==> src/design/psa_pkg.sv <==
// ---------------------------------------------------------------------------
// psa_pkg: shared types and constants of the priority scheduler with aging
// Field widths, request kinds, stream packing sizes and the slot entry layout.
// ---------------------------------------------------------------------------
package psa_pkg;

    localparam int TIME_W       = 16;
    localparam int PRIO_W       = 4;
    localparam int AGE_W        = 3;
    localparam int SLOT_W       = 3;
    localparam int DEFAULT_SLOTS = 8;

    localparam logic [AGE_W-1:0] AGE_THR_RESET = 3'd5;
    localparam logic [TIME_W-1:0] TIME_MAX     = 16'hFFFF;

    // request kinds carried on tuser
    localparam logic ACT_LOAD = 1'b0;
    localparam logic ACT_TICK = 1'b1;

    // stream payload widths, padded to whole bytes
    localparam int IN_DATA_W  = 40;
    localparam int OUT_DATA_W = 56;

    typedef struct packed {
        logic [TIME_W-1:0] arrival;
        logic [TIME_W-1:0] burst;
        logic [TIME_W-1:0] remaining;
        logic [PRIO_W-1:0] prio;
        logic [AGE_W-1:0]  age;
    } slot_entry_t;

endpackage

==> src/design/preemptive_priority_scheduler_aging.sv <==
// ---------------------------------------------------------------------------
// preemptive_priority_scheduler_aging: preemptive priority scheduler with aging
// Holds a table of task slots and a time counter; a tick request runs the
// highest-priority ready slot for one unit and ages it.
// ---------------------------------------------------------------------------
//  channel   | direction | handshake                   | payload
//  ----------+-----------+-----------------------------+---------------------------------
//  s_axis    | in        | s_axis_tvalid/s_axis_tready | tuser: action; tdata: request
//  m_axis    | out       | m_axis_tvalid/m_axis_tready | tdata: one result per request
//  cfg       | in        | cfg_we                      | cfg_wdata: age threshold
//
//  A tick request scans the slots in order from slot 0: the
//  scan reads one slot per cycle through the single read port of the slot
//  memory and one comparator judges each entry. A load request writes its slot if in range.
//  Reset clears the time counter and the per-slot work flags and loads the
//  default threshold; a slot whose work flag is clear is never chosen by a scan.
//  A stalled output holds the result register and the sequencer waits in its
//  final state; a new request is taken only while the sequencer is idle.
// ---------------------------------------------------------------------------
module preemptive_priority_scheduler_aging #(
    parameter int SLOTS = psa_pkg::DEFAULT_SLOTS
) (
    input  logic                             clk,
    input  logic                             rst_n,
    // tuser: action (0 load, 1 tick)
    input  logic                             s_axis_tuser,
    // tdata: slot[2:0], arrival[18:3], burst[34:19], prio[38:35], zero pad[39]
    input  logic [psa_pkg::IN_DATA_W-1:0]    s_axis_tdata,
    input  logic                             s_axis_tvalid,
    output logic                             s_axis_tready,
    // tdata: now[15:0], ran[16], ran_slot[19:17], finished[20], turnaround[36:21],
    //        waiting[52:37], all_done[53], zero pad[55:54]
    output logic [psa_pkg::OUT_DATA_W-1:0]   m_axis_tdata,
    output logic                             m_axis_tvalid,
    input  logic                             m_axis_tready,
    input  logic                             cfg_we,
    input  logic [psa_pkg::AGE_W-1:0]        cfg_wdata
);

    import psa_pkg::*;

    localparam int IDX_W = (SLOTS > 1) ? $clog2(SLOTS) : 1;
    localparam logic [IDX_W-1:0] LAST_IDX = IDX_W'(SLOTS - 1);

    typedef enum logic [2:0] {
        S_IDLE,
        S_SCAN,
        S_LAST,
        S_UPD,
        S_WAIT,
        S_FIN
    } state_t;

    // request fields
    logic              req_action;
    logic [SLOT_W-1:0] req_slot;
    logic [TIME_W-1:0] req_arrival;
    logic [TIME_W-1:0] req_burst;
    logic [PRIO_W-1:0] req_prio;

    assign req_action  = s_axis_tuser;
    assign req_slot    = s_axis_tdata[2:0];
    assign req_arrival = s_axis_tdata[18:3];
    assign req_burst   = s_axis_tdata[34:19];
    assign req_prio    = s_axis_tdata[38:35];

    // slot memory: one write port, one registered read port
    slot_entry_t       mem [SLOTS];
    slot_entry_t       rd_data;
    logic              mem_we;
    logic [IDX_W-1:0]  mem_waddr;
    slot_entry_t       mem_wdata;

    // control and result registers
    state_t            state_reg, state_next;
    logic [TIME_W-1:0] time_reg, time_next;
    logic [AGE_W-1:0]  thr_reg, thr_next;
    logic [SLOTS-1:0]  live_reg, live_next;          // slot has work left
    logic [IDX_W-1:0]  scan_idx_reg, scan_idx_next;
    logic [IDX_W-1:0]  cand_idx_reg, cand_idx_next;  // slot of rd_data
    logic              cand_vld_reg, cand_vld_next;
    logic              found_reg, found_next;
    logic [IDX_W-1:0]  best_idx_reg, best_idx_next;
    slot_entry_t       best_reg, best_next;
    logic              ran_reg, ran_next;
    logic              fin_reg, fin_next;
    logic [TIME_W-1:0] turn_reg, turn_next;
    logic [TIME_W-1:0] wait_reg, wait_next;
    logic              m_valid_reg, m_valid_next;
    logic [OUT_DATA_W-1:0] m_data_reg, m_data_next;

    // working values
    logic              cand_ready;
    logic              take_cand;
    logic [TIME_W-1:0] time_inc;
    logic [TIME_W-1:0] rem_dec;
    logic              load_ok;
    logic [IDX_W-1:0]  load_idx;
    logic              out_free;

    assign s_axis_tready = (state_reg == S_IDLE);
    assign m_axis_tvalid = m_valid_reg;
    assign m_axis_tdata  = m_data_reg;

    always_ff @(posedge clk)
    begin
        if (mem_we)
        begin
            mem[mem_waddr] <= mem_wdata;
        end
        rd_data <= mem[scan_idx_reg];
    end

    // judge the entry that arrived from memory this cycle
    assign cand_ready = cand_vld_reg && live_reg[cand_idx_reg] && (rd_data.arrival <= time_reg);
    assign take_cand  = cand_ready && (!found_reg || (rd_data.prio > best_reg.prio));

    assign time_inc = (time_reg == TIME_MAX) ? time_reg : time_reg + 16'd1;
    assign rem_dec  = best_reg.remaining - 16'd1;
    assign load_ok  = (32'(req_slot) < SLOTS);
    assign load_idx = IDX_W'(req_slot);
    assign out_free = !m_valid_reg || m_axis_tready;

    always_comb
    begin
        state_next    = state_reg;
        time_next     = time_reg;
        thr_next      = thr_reg;
        live_next     = live_reg;
        scan_idx_next = scan_idx_reg;
        cand_idx_next = scan_idx_reg;
        cand_vld_next = 1'b0;
        found_next    = found_reg;
        best_idx_next = best_idx_reg;
        best_next     = best_reg;
        ran_next      = ran_reg;
        fin_next      = fin_reg;
        turn_next     = turn_reg;
        wait_next     = wait_reg;
        m_valid_next  = m_valid_reg;
        m_data_next   = m_data_reg;
        mem_we        = 1'b0;
        mem_waddr     = load_idx;
        mem_wdata     = '0;

        if (cfg_we)
        begin
            thr_next = cfg_wdata;
        end

        // drain the output register
        if (m_valid_reg && m_axis_tready)
        begin
            m_valid_next = 1'b0;
        end

        // evaluate the scanned candidate
        if (take_cand)
        begin
            found_next    = 1'b1;
            best_idx_next = cand_idx_reg;
            best_next     = rd_data;
        end

        case (state_reg)
            S_IDLE:
            begin
                ran_next  = 1'b0;
                fin_next  = 1'b0;
                turn_next = '0;
                wait_next = '0;
                if (s_axis_tvalid)
                begin
                    if (req_action == ACT_LOAD)
                    begin
                        if (load_ok)
                        begin
                            mem_we              = 1'b1;
                            mem_wdata.arrival   = req_arrival;
                            mem_wdata.burst     = req_burst;
                            mem_wdata.remaining = req_burst;
                            mem_wdata.prio      = req_prio;
                            mem_wdata.age       = '0;
                            live_next[load_idx] = (req_burst != '0);
                        end
                        state_next = S_FIN;
                    end
                    else
                    begin
                        scan_idx_next = '0;
                        found_next    = 1'b0;
                        state_next    = S_SCAN;
                    end
                end
            end

            S_SCAN:
            begin
                // issue one read per cycle, candidate follows in the next cycle
                cand_vld_next = 1'b1;
                if (scan_idx_reg == LAST_IDX)
                begin
                    state_next = S_LAST;
                end
                else
                begin
                    scan_idx_next = scan_idx_reg + 1'b1;
                end
            end

            S_LAST:
            begin
                if (found_next)
                begin
                    state_next = S_UPD;
                end
                else
                begin
                    time_next  = time_inc;
                    state_next = S_FIN;
                end
            end

            S_UPD:
            begin
                // run the chosen slot one unit, age it, write it back
                mem_we              = 1'b1;
                mem_waddr           = best_idx_reg;
                mem_wdata           = best_reg;
                mem_wdata.remaining = rem_dec;
                if (best_reg.age >= thr_reg)
                begin
                    if (best_reg.prio != '0)
                    begin
                        mem_wdata.prio = best_reg.prio - 1'b1;
                    end
                    mem_wdata.age = '0;
                end
                else
                begin
                    mem_wdata.age = best_reg.age + 1'b1;
                end
                live_next[best_idx_reg] = (rem_dec != '0);
                time_next = time_inc;
                ran_next  = 1'b1;
                fin_next  = (rem_dec == '0);
                turn_next = (rem_dec == '0) ? (time_inc - best_reg.arrival) : '0;
                state_next = S_WAIT;
            end

            S_WAIT:
            begin
                // waiting clamps at zero once time has saturated
                if (fin_reg && (turn_reg >= best_reg.burst))
                begin
                    wait_next = turn_reg - best_reg.burst;
                end
                else
                begin
                    wait_next = '0;
                end
                state_next = S_FIN;
            end

            S_FIN:
            begin
                if (out_free)
                begin
                    m_valid_next = 1'b1;
                    m_data_next  = {2'b00, ~|live_reg, wait_reg, turn_reg, fin_reg,
                                    (ran_reg ? SLOT_W'(best_idx_reg) : {SLOT_W{1'b0}}),
                                    ran_reg, time_reg};
                    state_next   = S_IDLE;
                end
            end

            default:
            begin
                state_next = S_IDLE;
            end
        endcase
    end

    always_ff @(posedge clk or negedge rst_n)
    begin
        if (!rst_n)
        begin
            state_reg    <= S_IDLE;
            time_reg     <= '0;
            thr_reg      <= AGE_THR_RESET;
            live_reg     <= '0;
            scan_idx_reg <= '0;
            cand_vld_reg <= 1'b0;
            found_reg    <= 1'b0;
            m_valid_reg  <= 1'b0;
        end
        else
        begin
            state_reg    <= state_next;
            time_reg     <= time_next;
            thr_reg      <= thr_next;
            live_reg     <= live_next;
            scan_idx_reg <= scan_idx_next;
            cand_vld_reg <= cand_vld_next;
            found_reg    <= found_next;
            m_valid_reg  <= m_valid_next;
        end
    end

    // payload registers, no reset needed
    always_ff @(posedge clk)
    begin
        cand_idx_reg <= cand_idx_next;
        best_idx_reg <= best_idx_next;
        best_reg     <= best_next;
        ran_reg      <= ran_next;
        fin_reg      <= fin_next;
        turn_reg     <= turn_next;
        wait_reg     <= wait_next;
        m_data_reg   <= m_data_next;
    end

endmodule
==> config.mk <==
export PLATFORM = sky130hd
export DESIGN_NAME = preemptive_priority_scheduler_aging
export DESIGN_NICKNAME = d
export VERILOG_FILES = /design/src/design/psa_pkg.sv /design/src/design/preemptive_priority_scheduler_aging.sv
export SDC_FILE = /design/constraint.sdc
export NUM_CORES = 1
export LEC_CHECK = 0
export ABC_AREA = 1
export ABC_CLOCK_PERIOD_IN_PS = 5870
export BUFFER_PORTS_ARGS = -buffer_cell sky130_fd_sc_hd__buf_2
export CAP_MARGIN = 40
export CORE_MARGIN = 4
export CORE_UTILIZATION = 37
export CTS_CLUSTER_SIZE = 24
export DETAILED_ROUTE_END_ITERATION = 16
export PLACE_DENSITY = 0.55
export SYNTH_ARGS = -nofsm -noshare
export SYNTH_HDL_FRONTEND = slang
export SYNTH_SLANG_ARGS = --single-unit
==> constraint.sdc <==
create_clock -name clk -period 5.87 [get_ports clk]
set_input_delay 0.2935 -clock clk [delete_from_list [all_inputs] [get_ports clk]]
set_output_delay 0.2935 -clock clk [all_outputs]
set_load 0.01 [all_outputs]
# Yosys cells after proc, flatten, opt, wreduce, memory -nomap -nowiden
# Memory sizes are Yosys's and may differ from the RTL's. A register that Yosys moved wholly into a read port is not among the register bits.
# Index checks and enable logic that the tools add are counted.
dict set report classes {
  eq_ne 14
  magnitude_cmp 9
  n_mux 50
  n_addsub 7
  reduce_logical 27
}
# op n
set op_table {}
lappend op_table {{$mux W55} 2}
lappend op_table {{$pmux W55 S2} 1}
lappend op_table {{$pmux W16 S2} 3}
lappend op_table {{$mux W16} 4}
lappend op_table {{$reduce_bool A16 Y1} 2}
lappend op_table {{$sub A16 B16 Y16} 2}
lappend op_table {{$mux W3} 10}
lappend op_table {{$pmux W3 S6} 1}
lappend op_table {{$add A16 B1 Y16 const B} 1}
lappend op_table {{$bwmux W8} 2}
lappend op_table {{$eq A16 B16 Y1 const B} 1}
lappend op_table {{$ge A16 B16 Y1} 1}
lappend op_table {{$le A16 B16 Y1} 1}
lappend op_table {{$logic_not A16 Y1} 1}
lappend op_table {{$mux W8} 2}
lappend op_table {{$pmux W8 S2} 1}
lappend op_table {{$sub A16 B1 Y16 const B} 1}
lappend op_table {{$mux W1} 15}
lappend op_table {{$ne A2 B2 Y1 const B} 7}
lappend op_table {{$lt A3 B4 Y1 const B} 3}
lappend op_table {{$eq A3 B3 Y1 const B} 3}
lappend op_table {{$mux W4} 2}
lappend op_table {{$reduce_bool A2 Y1} 4}
lappend op_table {{$reduce_or A8 Y1} 1}
lappend op_table {{19 further kinds} 36}
dict set report word_totals {
  in_bits 49
  elab_cells 129
  n_memories 1
  register_bits 185
  mem_bits_rw 440
  output_inout_bits 58
}
# memory depth word_bits rd rd_ports_with_merged_regs wr line
set mem_list {}
lappend mem_list {mem 8 55 1 1 1 preemptive_priority_scheduler_aging.sv:68} ;# slot_entry_t mem [SLOTS];

# Logic depth before layout (Yosys ltp)
# Gate-level depths: netlist of the first run.
dict set report logic_depth {
  depth_word 9
  depth_mapped 21
  mapped_depth_nobuf 21
}

# Least setup slack after synthesis of the first run
# OpenSTA, ideal clock, no wires.
dict set report synth_path {
  path_kind {reg2reg}
  start {register state_reg[0]}
  end {memory mem[1][0] (netlist name), enable pin}
  stages_incl_launch_ff 8
  period_less_slack_ns 4.506
  path_slack_ns 1.364
  arrival_time_ns 4.035
  required_time_ns 5.399
  n_path_buf 0
  cell_sequence {dfrtp_1 > nor2_2 > nand2_1 > inv_1 > nand3_2 > nand2_1 > nand3_1 > nor2_1}
}
dict set report synth_via {
  elab_chain_cells 4
}
# item line
set synth_rtl {}
lappend synth_rtl {{from (decl)} preemptive_priority_scheduler_aging.sv:75} ;# state_t state_reg, state_next;
lappend synth_rtl {{from (signal assigned)} preemptive_priority_scheduler_aging.sv:299} ;# state_reg <= state_next;
lappend synth_rtl {{$logic_not A3 Y1} --}
lappend synth_rtl {{named net s_axis_tready} preemptive_priority_scheduler_aging.sv:30} ;# output logic s_axis_tready,
lappend synth_rtl {{$pmux W1 S2} preemptive_priority_scheduler_aging.sv:165} ;# case (state_reg)
lappend synth_rtl {{$mux W1} preemptive_priority_scheduler_aging.sv:107} ;# if (mem_we)
lappend synth_rtl {{$mux W1 (not written as such)} preemptive_priority_scheduler_aging.sv:109} ;# mem[mem_waddr] <= mem_wdata;
lappend synth_rtl {{to (decl)} preemptive_priority_scheduler_aging.sv:68}
# The timed path passes the listed nets, and every way through them passes these cells.

# Worst setup path in the final report of the first run
dict set report layout_path {
  start {register time_reg[0]}
  end {register turn_reg[12] (data pin)}
}
dict set report layout_via {
  elab_chain_cells 5
}
# item line
set layout_rtl {}
lappend layout_rtl {{from (decl)} preemptive_priority_scheduler_aging.sv:76} ;# logic [TIME_W-1:0] time_reg, time_next;
lappend layout_rtl {{from (signal assigned)} preemptive_priority_scheduler_aging.sv:300} ;# time_reg <= time_next;
lappend layout_rtl {{$add A16 B1 Y16 / $eq A16 B16 Y1 (equally long branches)} preemptive_priority_scheduler_aging.sv:118} ;# assign time_inc = (time_reg == TIME_MAX) ? time_reg : time_reg + 16'd1;
lappend layout_rtl {{$mux W16 *} preemptive_priority_scheduler_aging.sv:118}
lappend layout_rtl {{$sub A16 B16 Y16 *} preemptive_priority_scheduler_aging.sv:247} ;# turn_next = (rem_dec == '0) ? (time_inc - best_reg.arrival) : '0;
lappend layout_rtl {{$mux W16 *} preemptive_priority_scheduler_aging.sv:247}
lappend layout_rtl {{$pmux W16 S2 *} preemptive_priority_scheduler_aging.sv:165}
lappend layout_rtl {{to (signal assigned)} preemptive_priority_scheduler_aging.sv:318} ;# turn_reg <= turn_next;
lappend layout_rtl {{to (decl)} preemptive_priority_scheduler_aging.sv:87} ;# logic [TIME_W-1:0] turn_reg, turn_next;
# Mark *: on every way between the ends. The rest lies on a longest branch, timed or not.
# A chain may end at the register's enable or synchronous reset.

==> results of run 1 <==
==> Yosys cell counts (11+ instances only) <==
| cell | n | area [µm²] |
|---|---|---|
| xor2_1 | 25 | 219 |
| a31oi_1 | 56 | 350 |
| buf_2 | 19 | 95.1 |
| nand4_1 | 12 | 75.1 |
| inv_1 | 202 | 758 |
| nand2_1 | 222 | 833 |
| nor2_4 | 14 | 158 |
| o22ai_1 | 103 | 644 |
| dfrtp_1 | 34 | 851 |
| nor3_1 | 13 | 65.1 |
| edfxtp_1 | 586 | 17600 |
| o21ai_0 | 270 | 1350 |
| clkbuf_1 | 70 | 263 |
| buf_1 | 11 | 41.3 |
| nand3_1 | 59 | 295 |
| ha_1 | 61 | 763 |
| a21oi_1 | 59 | 295 |
| nor2_1 | 501 | 1880 |
| dfxtp_1 | 58 | 1160 |
==> kinds of logic after synthesis <==
family	share of synthesized area (%)
fa+ha+maj	2.82
simple gates	12.8
xor+xnor	1.02
compound gates	9.78
other cells	0.0132
buf+inv	4.43
flops	69.1
mux	0.0396
==> routing by layer <==
layer	routed length, µm	global-route usage, %	up-vias
met1	31600	23.1	9126
met2	33400	28.5	483
li1	-	-	8872
met5	0	0	-
met4	1630	5.12	0
met3	3440	2.16	108
==> area by class of cell <==
| class | count | area (µm²) |
|---|---|---|
| clock buffer | 94 | 1890 |
| sequential | 680 | 19700 |
| clock inverter | 32 | 365 |
| tap | 1030 | 1290 |
| fill | 7106 | 43400 |
| multi-input combinational | 1469 | 7600 |
| inverter | 212 | 801 |
| timing repair buffer | 143 | 1030 |
==> metrics by stage <==
step | hold slack, ns | power (mW) | instances | worst slack, ns
after global placement | 0.386 | 11.0 | 3518 | 1.88
after global routing | 0.0528 | 16.4 | 3660 | 1.62
after CTS | 0.000955 | 15.6 | 3660 | 1.91
after detailed placement | 0.181 | 11.2 | 3526 | 1.94
after floorplan | -0.00209 | 9.73 | 2468 | 1.36
final | 0.0486 | 15.4 | 3660 | 1.98
==> layout by cell type (no fill, tap or decap), types with 5 or more instances in the layout <==
| master | netlist | routed |
|---|---|---|
| clkinv_2 | 0 | 14 |
| nor2_4 | 14 | 23 |
| clkbuf_1 | 70 | 19 |
| dfrtp_1 | 34 | 32 |
| nor2_1 | 501 | 492 |
| a21oi_1 | 59 | 59 |
| inv_2 | 9 | 10 |
| nand2_2 | 5 | 5 |
| a31oi_1 | 56 | 56 |
| nand3_1 | 59 | 59 |
| inv_1 | 202 | 198 |
| nor4_1 | 9 | 9 |
| o22ai_1 | 103 | 103 |
| nand4_1 | 12 | 12 |
| bufinv_16 | 0 | 7 |
| nand2_1 | 222 | 222 |
| dlygate4sd3_1 | 0 | 8 |
| buf_12 | 1 | 11 |
| clkbuf_8 | 0 | 5 |
| nor3_1 | 13 | 13 |
| edfxtp_1 | 586 | 586 |
| o21ai_0 | 270 | 270 |
| buf_2 | 19 | 103 |
| clkbuf_16 | 0 | 70 |
| dfxtp_1 | 58 | 58 |
| xor2_1 | 25 | 25 |
| buf_4 | 4 | 18 |
| nor2_2 | 7 | 7 |
| clkinv_1 | 1 | 6 |
| ha_1 | 61 | 61 |
| xnor2_1 | 8 | 8 |
==> report_power, final <==
group / leakage (nW) / switching (mW) / internal, mW
registers: 6.48 / 0.477 / 6.33
clock network: 1.11 / 1.80 / 2.58
logic: 4.65 / 2.91 / 1.34
total: 12.2 / 5.18 / 10.3
==> worst paths after layout <==
| check | startpoint | to | depth (start not counted) |
|---|---|---|---|
| worst max-delay path | time_reg[0] | turn_reg[12] | 19 |
| worst min-delay path | m_axis_tready | m_axis_tvalid | 4 |
| worst max register to register | time_reg[0] | turn_reg[12] | 19 |
| worst min register to register | rd_data[7] | best_reg[7] | 0 |
| max in group asynchronous | rst_n | cand_idx_next[0] | 3 |
| min in group asynchronous | rst_n | thr_reg[1] | 2 |
==> timing repair <==
action | 4_1_cts | 5_1_grt
hold buffers | 8 | 0
hold endpoints to repair | 39 | 0
resized for setup | 0 | 0
==> critical path, delay by kind of cell, from the launching register on <==
kind            cells  cell delay [ns]
compound gates      1             0.32
xor+xnor            2             0.42
fa+ha+maj           3             0.85
buf+inv             3             0.21
flops               1             0.43
simple gates       10             1.41
==> impl_metrics.csv, run 1 <==
group,metric,value,unit
placed_design,place_area,30300,µm²
pwr,ir_drop,0.305,mV
worst_setup_path,cp_cell_sequence,"ha_1 > nand3_1 > nor4_4 > nand3_1 > xor2_1 > inv_1 > ha_1 > inv_1 > fa_1 > nand3_1 > nand3_1 > a21oi_1 > inv_1 > nand2_1 > nand2_1 > nand3_1 > nand2_1 > xnor2_1 > nor2_1",
drt,ant_nets,0,
clock_network,cts_tree,"done",
drt,drcViolationCount,0,
sta,fmaxAchievable,0.257,GHz
worst_setup_path,critPathArrivalTime,4.21,ns
floorplanning,initial_core_util,37.4,%
floorplanning,coreArea,76100,µm²
synthesis,synth_async_sr_flop_share,5.29,%
floorplanning,ioPinCount,107,
clock_network,postCtsSetupBuffers,0,
placed_design,gp_congestion,0.863,
pwr,p_leak,12.2,nW
synthesis,synth_warnings,0,
worst_setup_path,crit_path_end_kind,"flip-flop",
sta,rsz0062_at_grt,"false",
worst_setup_path,crit_type,"flip-flop to flip-flop",
clock_network,clk_latency,0.60,ns
outcome,status,"finished clean",
sta,period_share,66.3,%
synthesis,ys.flop_type,"edfxtp_1",
worst_setup_path,slowest_delay,0.43,ns
floorplanning,rows,101,
sta,min_period,3.89,ns
clock_network,clk_pin_slew,0.06,ns
clock_network,numCtsBuffers,69,
floorplanning,dieWidth,285,µm
clock_network,h-tree-depth,3,
worst_setup_path,start_kind,"flip-flop",
placed_design,dp_hpwl,43.1,mm
final_layout,nets,2687,
global_route,grt.overflow.total,0,
floorplanning,die_y,285,µm
worst_setup_path,path_max_fanout,11,
sta,setup_violations,0,
global_route,grt_pass1_vias,18100,
sta,tns,0,ns
global_route,grt_pass1_wl,107,mm
worst_setup_path,r2r_slack,1.98,ns
global_route,track_usage,17.0,%
pwr,power_density,473,nW/µm²
sta,slew_violations,0,
final_layout,fin_util,42.9,%
synthesis,synth.distinct_cells,49,
global_route,antenna_found_initial,0,
sta,hold_violations,0,
final_layout,final_layout_size_suffix_gt1_share,11.6,%
floorplanning,dieArea,81400,µm²
final_layout,design_area,32700,µm²
synthesis,yosysSeqAreaShare,69.1,%
clock_network,clock_path_buffers,3,
sta,slew_headroom,40.5,%
drt,wl,70.1,mm
worst_setup_path,crit_slowest_cell,"dfrtp_1",
drt,vias_per_cell,5.08,
synthesis,netlist_area,28500,µm²
min_path,holdCritPathClass,"primary input to flip-flop",
drt,first_pass_iters,5,
clock_network,clkSinkCount,680,
clock_network,clockRootBuffer,"clkbuf_16",
drt,drtIter0Drc,1399,
drt,vias,18600,
final_layout,antenna_cells,0,
synthesis,synth_seq_cells,680,
sta,tightest_slew,0.890,ns
flow_run,maxCapViolCount,0,
synthesis,syn_inst,2467,
placed_design,port_buffers,103,
global_route,grt_max_degree,157,
final_layout,largest_register_ffs,440,
final_layout,area_delta_synth_final,14.8,%
synthesis,synth_edf_count,586,
worst_setup_path,path_common_cell,"nand3_1",
worst_setup_path,critical_path_required,6.19,ns
sta,fin_skew,0.0223,ns
synthesis,avgSynthCellArea,11.5,µm²
drt,wl_per_cell,19.1,µm
Note: power is estimated with default switching activity, not from simulation.
==> inputs of run 2 (changes only) <==
--- a/config.mk
+++ b/config.mk
@@ -5,15 +5,15 @@
 export SDC_FILE = /design/constraint.sdc
 export NUM_CORES = 1
 export LEC_CHECK = 0
-export ABC_AREA = 1
-export ABC_CLOCK_PERIOD_IN_PS = 5870
+export ABC_AREA = 0
+export ABC_CLOCK_PERIOD_IN_PS = 3500
 export BUFFER_PORTS_ARGS = -buffer_cell sky130_fd_sc_hd__buf_2
 export CAP_MARGIN = 40
 export CORE_MARGIN = 4
 export CORE_UTILIZATION = 37
 export CTS_CLUSTER_SIZE = 24
 export DETAILED_ROUTE_END_ITERATION = 16
-export PLACE_DENSITY = 0.55
+export PLACE_DENSITY = 0.57
 export SYNTH_ARGS = -nofsm -noshare
 export SYNTH_HDL_FRONTEND = slang
 export SYNTH_SLANG_ARGS = --single-unit
==> constraint.sdc (replaced) <==
create_clock -name clk -period 3.5 [get_ports clk]
set_input_delay 0.175 -clock clk [delete_from_list [all_inputs] [get_ports clk]]
set_output_delay 0.175 -clock clk [all_outputs]
set_load 0.01 [all_outputs]
==> run 2 against run 1 <==
Effect of this change: the flow now finishes with violations (setup timing); setup slack worse by 2.2 ns; core utilization is 0.87 points higher; register-to-register slack worse by 2.2 ns; combinational power is 43% higher; critical path depth is 3 lower; via count is 21% lower; sequential cell count stayed put; critical path type unchanged; critical endpoint is now turn_reg[13]; largest cell class unchanged; highest routed layer is now met5.
==> impl_metrics.csv, run 2 <==
group,metric,value,unit
worst_setup_path,path_common_cell,"nand3_4",
worst_setup_path,r2r_cells,16,
worst_setup_path,r2r_start,"time_reg[0]",
placed_design,place_area,30100,µm²
worst_setup_path,cp_cell_sequence,"ha_4 > nand3_4 > nor4_4 > nand4_2 > and2_4 > and3_4 > nand3_4 > xnor2_2 > ha_2 > or4_1 > o21ai_1 > o21ba_4 > a2111oi_4 > o31ai_1 > xnor2_1 > nor2_4",
worst_setup_path,setup.worst_path.end,"turn_reg[13]",
synthesis,netlist_area,27700,µm²
clock_network,clk_pin_slew,0.06,ns
synthesis,syn_inst,1605,
synthesis,synthAdderAreaFrac,2.90,%
placed_design,dp_hpwl,39.6,mm
sta,fin_skew,0.0288,ns
worst_setup_path,critPathArrivalTime,4.10,ns
worst_setup_path,startpoint,"time_reg[0]",
pwr,report.power.total,23.9,mW
sta,hold_violations,0,
sta,fmaxAchievable,0.267,GHz
synthesis,synth_edf_count,586,
drt,drtIter0Drc,996,
synthesis,synth_warnings,0,
flow_run,maxCapViolCount,0,
final_layout,design_area,32500,µm²
worst_setup_path,slowest_delay,0.53,ns
pwr,switching_power,6.88,mW
synthesis,yosys.area.top_type_share,63.6,%
global_route,track_usage,15.9,%
worst_setup_path,crit_path_end_kind,"flip-flop",
floorplanning,dieArea,79200,µm²
global_route,grt.overflow.total,0,
pwr,intPower,17.0,mW
synthesis,netlist_top_cells_area,"edfxtp_1 (64%), mux4_2 (9.1%), dfxtp_1 (4.2%)",
drt,first_pass_iters,5,
clock_network,cts_tree,"done",
pwr,power_density,735,nW/µm²
synthesis,yosys.area_share.simple,5.98,%
floorplanning,rows,100,
drt,wl_per_cell,22.1,µm
worst_setup_path,rr_endpoint,"turn_reg[13]",
worst_setup_path,r2r_slack,-0.25,ns
drt,vias_per_cell,5.19,
floorplanning,die_y,281,µm
clock_network,clock_path_buffers,3,
sta,slew_headroom,39.7,%
worst_setup_path,critical_path_required,3.85,ns
synthesis,muxShareOfSynthArea,11.8,%
drt,vias,14800,
sta,setup_violations,9,
synthesis,yosysSeqAreaShare,71.0,%
sta,min_period,3.75,ns
synthesis,synthXorXnorAreaFrac,1.96,%
global_route,gr-usage-met2,27.7,%
pwr,p_leak,11.0,nW
clock_network,clkSinkCount,680,
pwr,swShare,28.8,%
worst_setup_path,crit_type,"flip-flop to flip-flop",
final_layout,nets,1934,
worst_setup_path,crit_buf_inv,0,
synthesis,yosysMostFrequentCell,"edfxtp_1",
final_layout,final_layout_size_suffix_gt1_share,28.8,%
min_path,holdCritPathClass,"primary input to asynchronous set/reset pin",
floorplanning,ioPinCount,107,
synthesis,synth_async_sr_flop_share,5.29,%
sta,period_share,107,%
floorplanning,dieWidth,281,µm
synthesis,synth_compound_area_share,4.33,%
sta,rsz0062_at_grt,"true",
clock_network,clockRootBuffer,"clkbuf_16",
final_layout,area_delta_synth_final,17.6,%
floorplanning,coreArea,74300,µm²
synthesis,synth_common_cells,"edfxtp_1 (586), mux4_2 (112), nand2_1 (81)",
sta,slew_violations,0,
drt,ant_nets,0,
synthesis,synth_top_family_by_area,"multiplexers",
synthesis,synth.distinct_cells,86,
worst_setup_path,start_kind,"flip-flop",
final_layout,mostFrequentLayoutCells,"edfxtp_1 (586), mux4_2 (112), buf_2 (104)",
global_route,antenna_found_initial,3,
outcome,violations,"setup timing",
synthesis,synth_largest_area_cell,"edfxtp_1",
global_route,grt.busiest_layer,"met2",
final_layout,fin_util,43.8,%
clock_network,clk_latency,0.62,ns
clock_network,h-tree-depth,3,
final_layout,final_common_cell,"edfxtp_1",
worst_setup_path,cp_top_family,"simple AND/OR/NAND/NOR gates",
final_layout,largest_register_ffs,440,
worst_setup_path,crit_slowest_cell,"or4_1",
clock_network,numCtsBuffers,68,
synthesis,synth_seq_cells,680,
synthesis,ys.flop_type,"edfxtp_1",
sta,setup_ws,-0.250,ns
drt,drcViolationCount,0,
final_layout,n_fill_cell,6510,
global_route,use_met1,20.3,%
pwr,seqPwrFrac,45.9,%
placed_design,port_buffers,103,
drt,wl,63.0,mm
pwr,ir_drop,0.415,mV
global_route,grt_max_degree,77,
synthesis,avgSynthCellArea,17.2,µm²
worst_setup_path,path_max_fanout,5,
placed_design,gp_congestion,0.847,
global_route,grt_pass1_wl,94.2,mm
global_route,met3_usage,2.76,%
floorplanning,initial_core_util,37.2,%
outcome,status,"finished with violations",
pwr,comb_power_share,25.4,%
global_route,grt_pass1_vias,15400,
worst_setup_path,cp_num_cells,16,
sta,tightest_slew,0.895,ns
pwr,clockPowerShare,28.7,%
run 2: final cells by class:
class	count	area [µm²]	share of cell area [%]
Timing Repair Buffer	205	1540	4.72
Sequential cell	680	19700	60.4
Tap cell	969	1210	3.73
Clock inverter	26	229	0.704
Clock buffer	97	1870	5.75
Inverter	69	259	0.796
Antenna cell	2	5.00	0.0154
Multi-Input combinational cell	798	7760	23.8
run 2: timing repair:
action / 4_1_cts / 5_1_grt
buffers inserted: 8 / 2
endpoints found under the setup margin: 9 / 9
hold buffers: 12 / 0
gates resized for setup: 14 / 10
endpoints found under the hold margin: 44 / 0
pin swaps: 19 / 14
gates cloned: 0 / 0
run 2: tightest hold or removal path: cells and delay by family:
| family | cells | cell delay, ns |
|---|---|---|
| buffers and inverters | 3 | 0.86 |
run 2: stage by stage:
stage	instances	setup slack [ns]	hold WS, ns	TNS [ns]
after floorplan	1606	-0.824	-0.121	-363.87
after detailed placement	2699	-0.245	0.0617	-1.44
after global routing	2845	-0.405	0.0801	-2.86
after CTS	2841	-0.185	0.0255	-0.783
final	2846	-0.250	0.0672	-1.55
after global placement	2696	-0.235	0.365	-1.21
run 2: logic make-up (layout without fill, tap and decap cells):
family / Yosys count / after routing
flops: 680 / 680
xor+xnor: 62 / 62
compound gates: 189 / 189
simple gates: 303 / 303
other cells: 1 / 4
mux: 179 / 179
buf+inv: 128 / 397
fa+ha+maj: 63 / 63
run 2: worst min path at each step:
stage	slack, ns	from	endpoint	depth (start not counted)
finish	0.07	rst_n	time_reg[15]	3
global route	0.08	rst_n	time_reg[13]	3
CTS	0.03	s_axis_tvalid	cand_idx_next[2]	3
detailed placement	0.06	rst_n	time_reg[14]	1
global placement	0.37	rst_n	time_reg[14]	1
floorplan	-0.12	rst_n	cand_idx_next[0]	0
run 2: routing by layer:
metal  routed length [µm]  up-vias
met1                26400     7622
met3                 3130       87
met4                 1520        2
met5                   13        -
met2                31900      355
li1                     -     6695
run 2: power groups by stage:
stage               combinational (mW)  clock (mW)  sequential, mW
floorplan                         4.27           0            10.8
global placement                  5.75           0            11.2
detailed placement                6.03           0            11.2
CTS                               6.13        7.05            11.0
global route                      6.65        7.42            11.1
finish                            6.07        6.86            11.0
==> inputs of run 3 (changes only) <==
--- a/config.mk
+++ b/config.mk
@@ -9,8 +9,9 @@
 export ABC_CLOCK_PERIOD_IN_PS = 3500
 export BUFFER_PORTS_ARGS = -buffer_cell sky130_fd_sc_hd__buf_2
 export CAP_MARGIN = 40
-export CORE_MARGIN = 4
+export CORE_MARGIN = 1
 export CORE_UTILIZATION = 37
+export CTS_BUF_LIST = sky130_fd_sc_hd__clkbuf_16
 export CTS_CLUSTER_SIZE = 24
 export DETAILED_ROUTE_END_ITERATION = 16
 export PLACE_DENSITY = 0.57
==> run 3 against run 2 <==
Effect of this change: the run still ends with setup timing left; register-to-register slack improved by 0.06 ns; setup slack better by 0.064 ns; power is 0.41% higher; sequential power is essentially flat; clock skew fell by 0.0074 ns; first-iteration DRC count fell by 1.6%; cell count down 0.21%; clock power is 3% higher; non-clock buffer count increased by 2; routed wire length down 0.30%; highest routed layer unchanged.
==> impl_metrics.csv, run 3 (same netlist as run 2, synthesis figures left out) <==
group,metric,value,unit
pwr,power_density,738,nW/µm²
floorplanning,ioPinCount,107,
pwr,p_leak,11.2,nW
drt,wl_per_cell,22.1,µm
worst_setup_path,rr_endpoint,"turn_reg[13]",
clock_network,clk_latency,0.61,ns
worst_setup_path,critical_path_required,3.86,ns
worst_setup_path,start_kind,"flip-flop",
placed_design,place_area,30000,µm²
floorplanning,initial_core_util,37.7,%
worst_setup_path,r2r_cells,15,
min_path,min_from,"s_axis_tuser",
global_route,track_usage,17.0,%
global_route,grt_pass1_vias,15200,
floorplanning,dieArea,75900,µm²
sta,rsz0062_at_grt,"true",
placed_design,gp_congestion,0.879,
global_route,antenna_found_initial,6,
final_layout,area_delta_synth_final,17.6,%
placed_design,port_buffers,103,
pwr,ir_drop,0.397,mV
sta,setup_ws,-0.187,ns
clock_network,clk_pin_slew,0.06,ns
floorplanning,rows,99,
drt,drcViolationCount,0,
final_layout,final_layout_size_suffix_gt1_share,29.3,%
drt,vias_per_cell,5.19,
worst_setup_path,r2r_slack,-0.19,ns
clock_network,numCtsBuffers,69,
worst_setup_path,crit_path_end_kind,"flip-flop",
min_path,whs_endpoint,"cand_idx_next[1]",
sta,hold_violations,0,
global_route,grt_pass1_wl,94.4,mm
drt,wl,62.8,mm
outcome,status,"finished with violations",
sta,fmaxAchievable,0.271,GHz
final_layout,nets,1937,
min_path,holdCritPathClass,"primary input to flip-flop",
floorplanning,coreArea,73500,µm²
min_path,hold_depth,3,
sta,slew_headroom,39.2,%
sta,min_period,3.69,ns
clock_network,clock_path_buffers,3,
worst_setup_path,path_max_fanout,4,
final_layout,design_area,32600,µm²
outcome,violations,"setup timing",
sta,fin_skew,0.0213,ns
drt,ant_nets,0,
placed_design,dp_hpwl,39.4,mm
clock_network,clkSinkCount,680,
sta,tns,-0.869,ns
sta,period_share,105,%
drt,drtIter0Drc,980,
sta,tightest_slew,0.902,ns
drt,vias,14700,
worst_setup_path,critPathArrivalTime,4.04,ns
flow_run,maxCapViolCount,0,
sta,slew_violations,0,
final_layout,largest_register_ffs,440,
global_route,grt.overflow.total,0,
final_layout,final_common_cell,"edfxtp_1",
clock_network,cts_tree,"done",
floorplanning,dieWidth,275,µm
clock_network,h-tree-depth,3,
floorplanning,die_y,275,µm
drt,first_pass_iters,4,
clock_network,clockRootBuffer,"clkbuf_16",
sta,setup_violations,7,
global_route,grt_max_degree,77,
worst_setup_path,r2r_start,"time_reg[1]",
worst_setup_path,crit_type,"flip-flop to flip-flop",
final_layout,mostFrequentLayoutCells,"edfxtp_1 (586), mux4_2 (112), buf_2 (106)",
==> run 3: layer usage <==
metal / vias up / global-route usage [%] / wire length (µm)
met3: 95 / 3.07 / 3220
met1: 7603 / 22.1 / 27100
met2: 351 / 28.5 / 30900
met5: - / 0 / 23
li1: 6693 / - / -
met4: 4 / 5.84 / 1580
==> run 3: what timing repair did <==
item | 4_1_cts | 5_1_grt
pin swaps | 11 | 23
buffers inserted | 3 | 5
hold buffers | 12 | 0
resized for setup | 8 | 21
endpoints found under the setup margin | 8 | 11
endpoints found under the hold margin | 45 | 0
==> run 3: worst max path at each step <==
| stage | start | to | slack [ns] |
|---|---|---|---|
| detailed placement | time_reg[3] | turn_reg[13] | -0.29 |
| global route | time_reg[5] | turn_reg[10] | -0.35 |
| floorplan | state_reg[2] | mem[1][0] | -0.82 |
| finish | time_reg[1] | turn_reg[13] | -0.19 |
| CTS | time_reg[5] | turn_reg[13] | -0.22 |
| global placement | time_reg[5] | turn_reg[13] | -0.22 |
==> run 3: layout make-up <==
cell class,count,area [µm²]
tap,959,1200
antenna,1,2.50
clock buffer,69,1730
fill,6361,40900
inverter,69,259
timing repair buffer,207,1470
clock inverter,57,443
multi-input combinational,798,7780
sequential,680,19700
==> run 3: power breakdown <==
part	internal, mW	switching, mW
registers	10.3	0.663
logic	2.86	3.17
clock network	4.05	3.00
total	17.2	6.83
==> run 3: per-stage QoR <==
| stage | util (%) | hold WS [ns] | cells | power (mW) | worst slack, ns |
|---|---|---|---|---|---|
| global placement | 40.8 | 0.376 | 2688 | 17.0 | -0.219 |
| global route | 44.3 | 0.0944 | 2840 | 25.2 | -0.347 |
| CTS | 44.1 | 0.0246 | 2832 | 24.3 | -0.220 |
| detailed placement | 40.9 | 0.0877 | 2691 | 17.2 | -0.293 |
| floorplan | - | -0.121 | 1606 | 15.1 | -0.824 |
| finish | 44.3 | 0.0601 | 2840 | 24.0 | -0.187 |
==> run 3: critical path, stage by stage (launching register included) <==
cell and delay, ns:
dfrtp_1 0.35, ha_2 0.21, nand3_4 0.10, nor4_4 0.23, nand4_4 0.16, and2_4 0.18
and3_4 0.21, xnor2_4 0.15, ha_4 0.22, or4_4 0.53, o21ai_2 0.07, o21ba_4 0.18
a2111oi_4 0.42, o31ai_2 0.12, xnor2_1 0.28, nor2_4 0.04
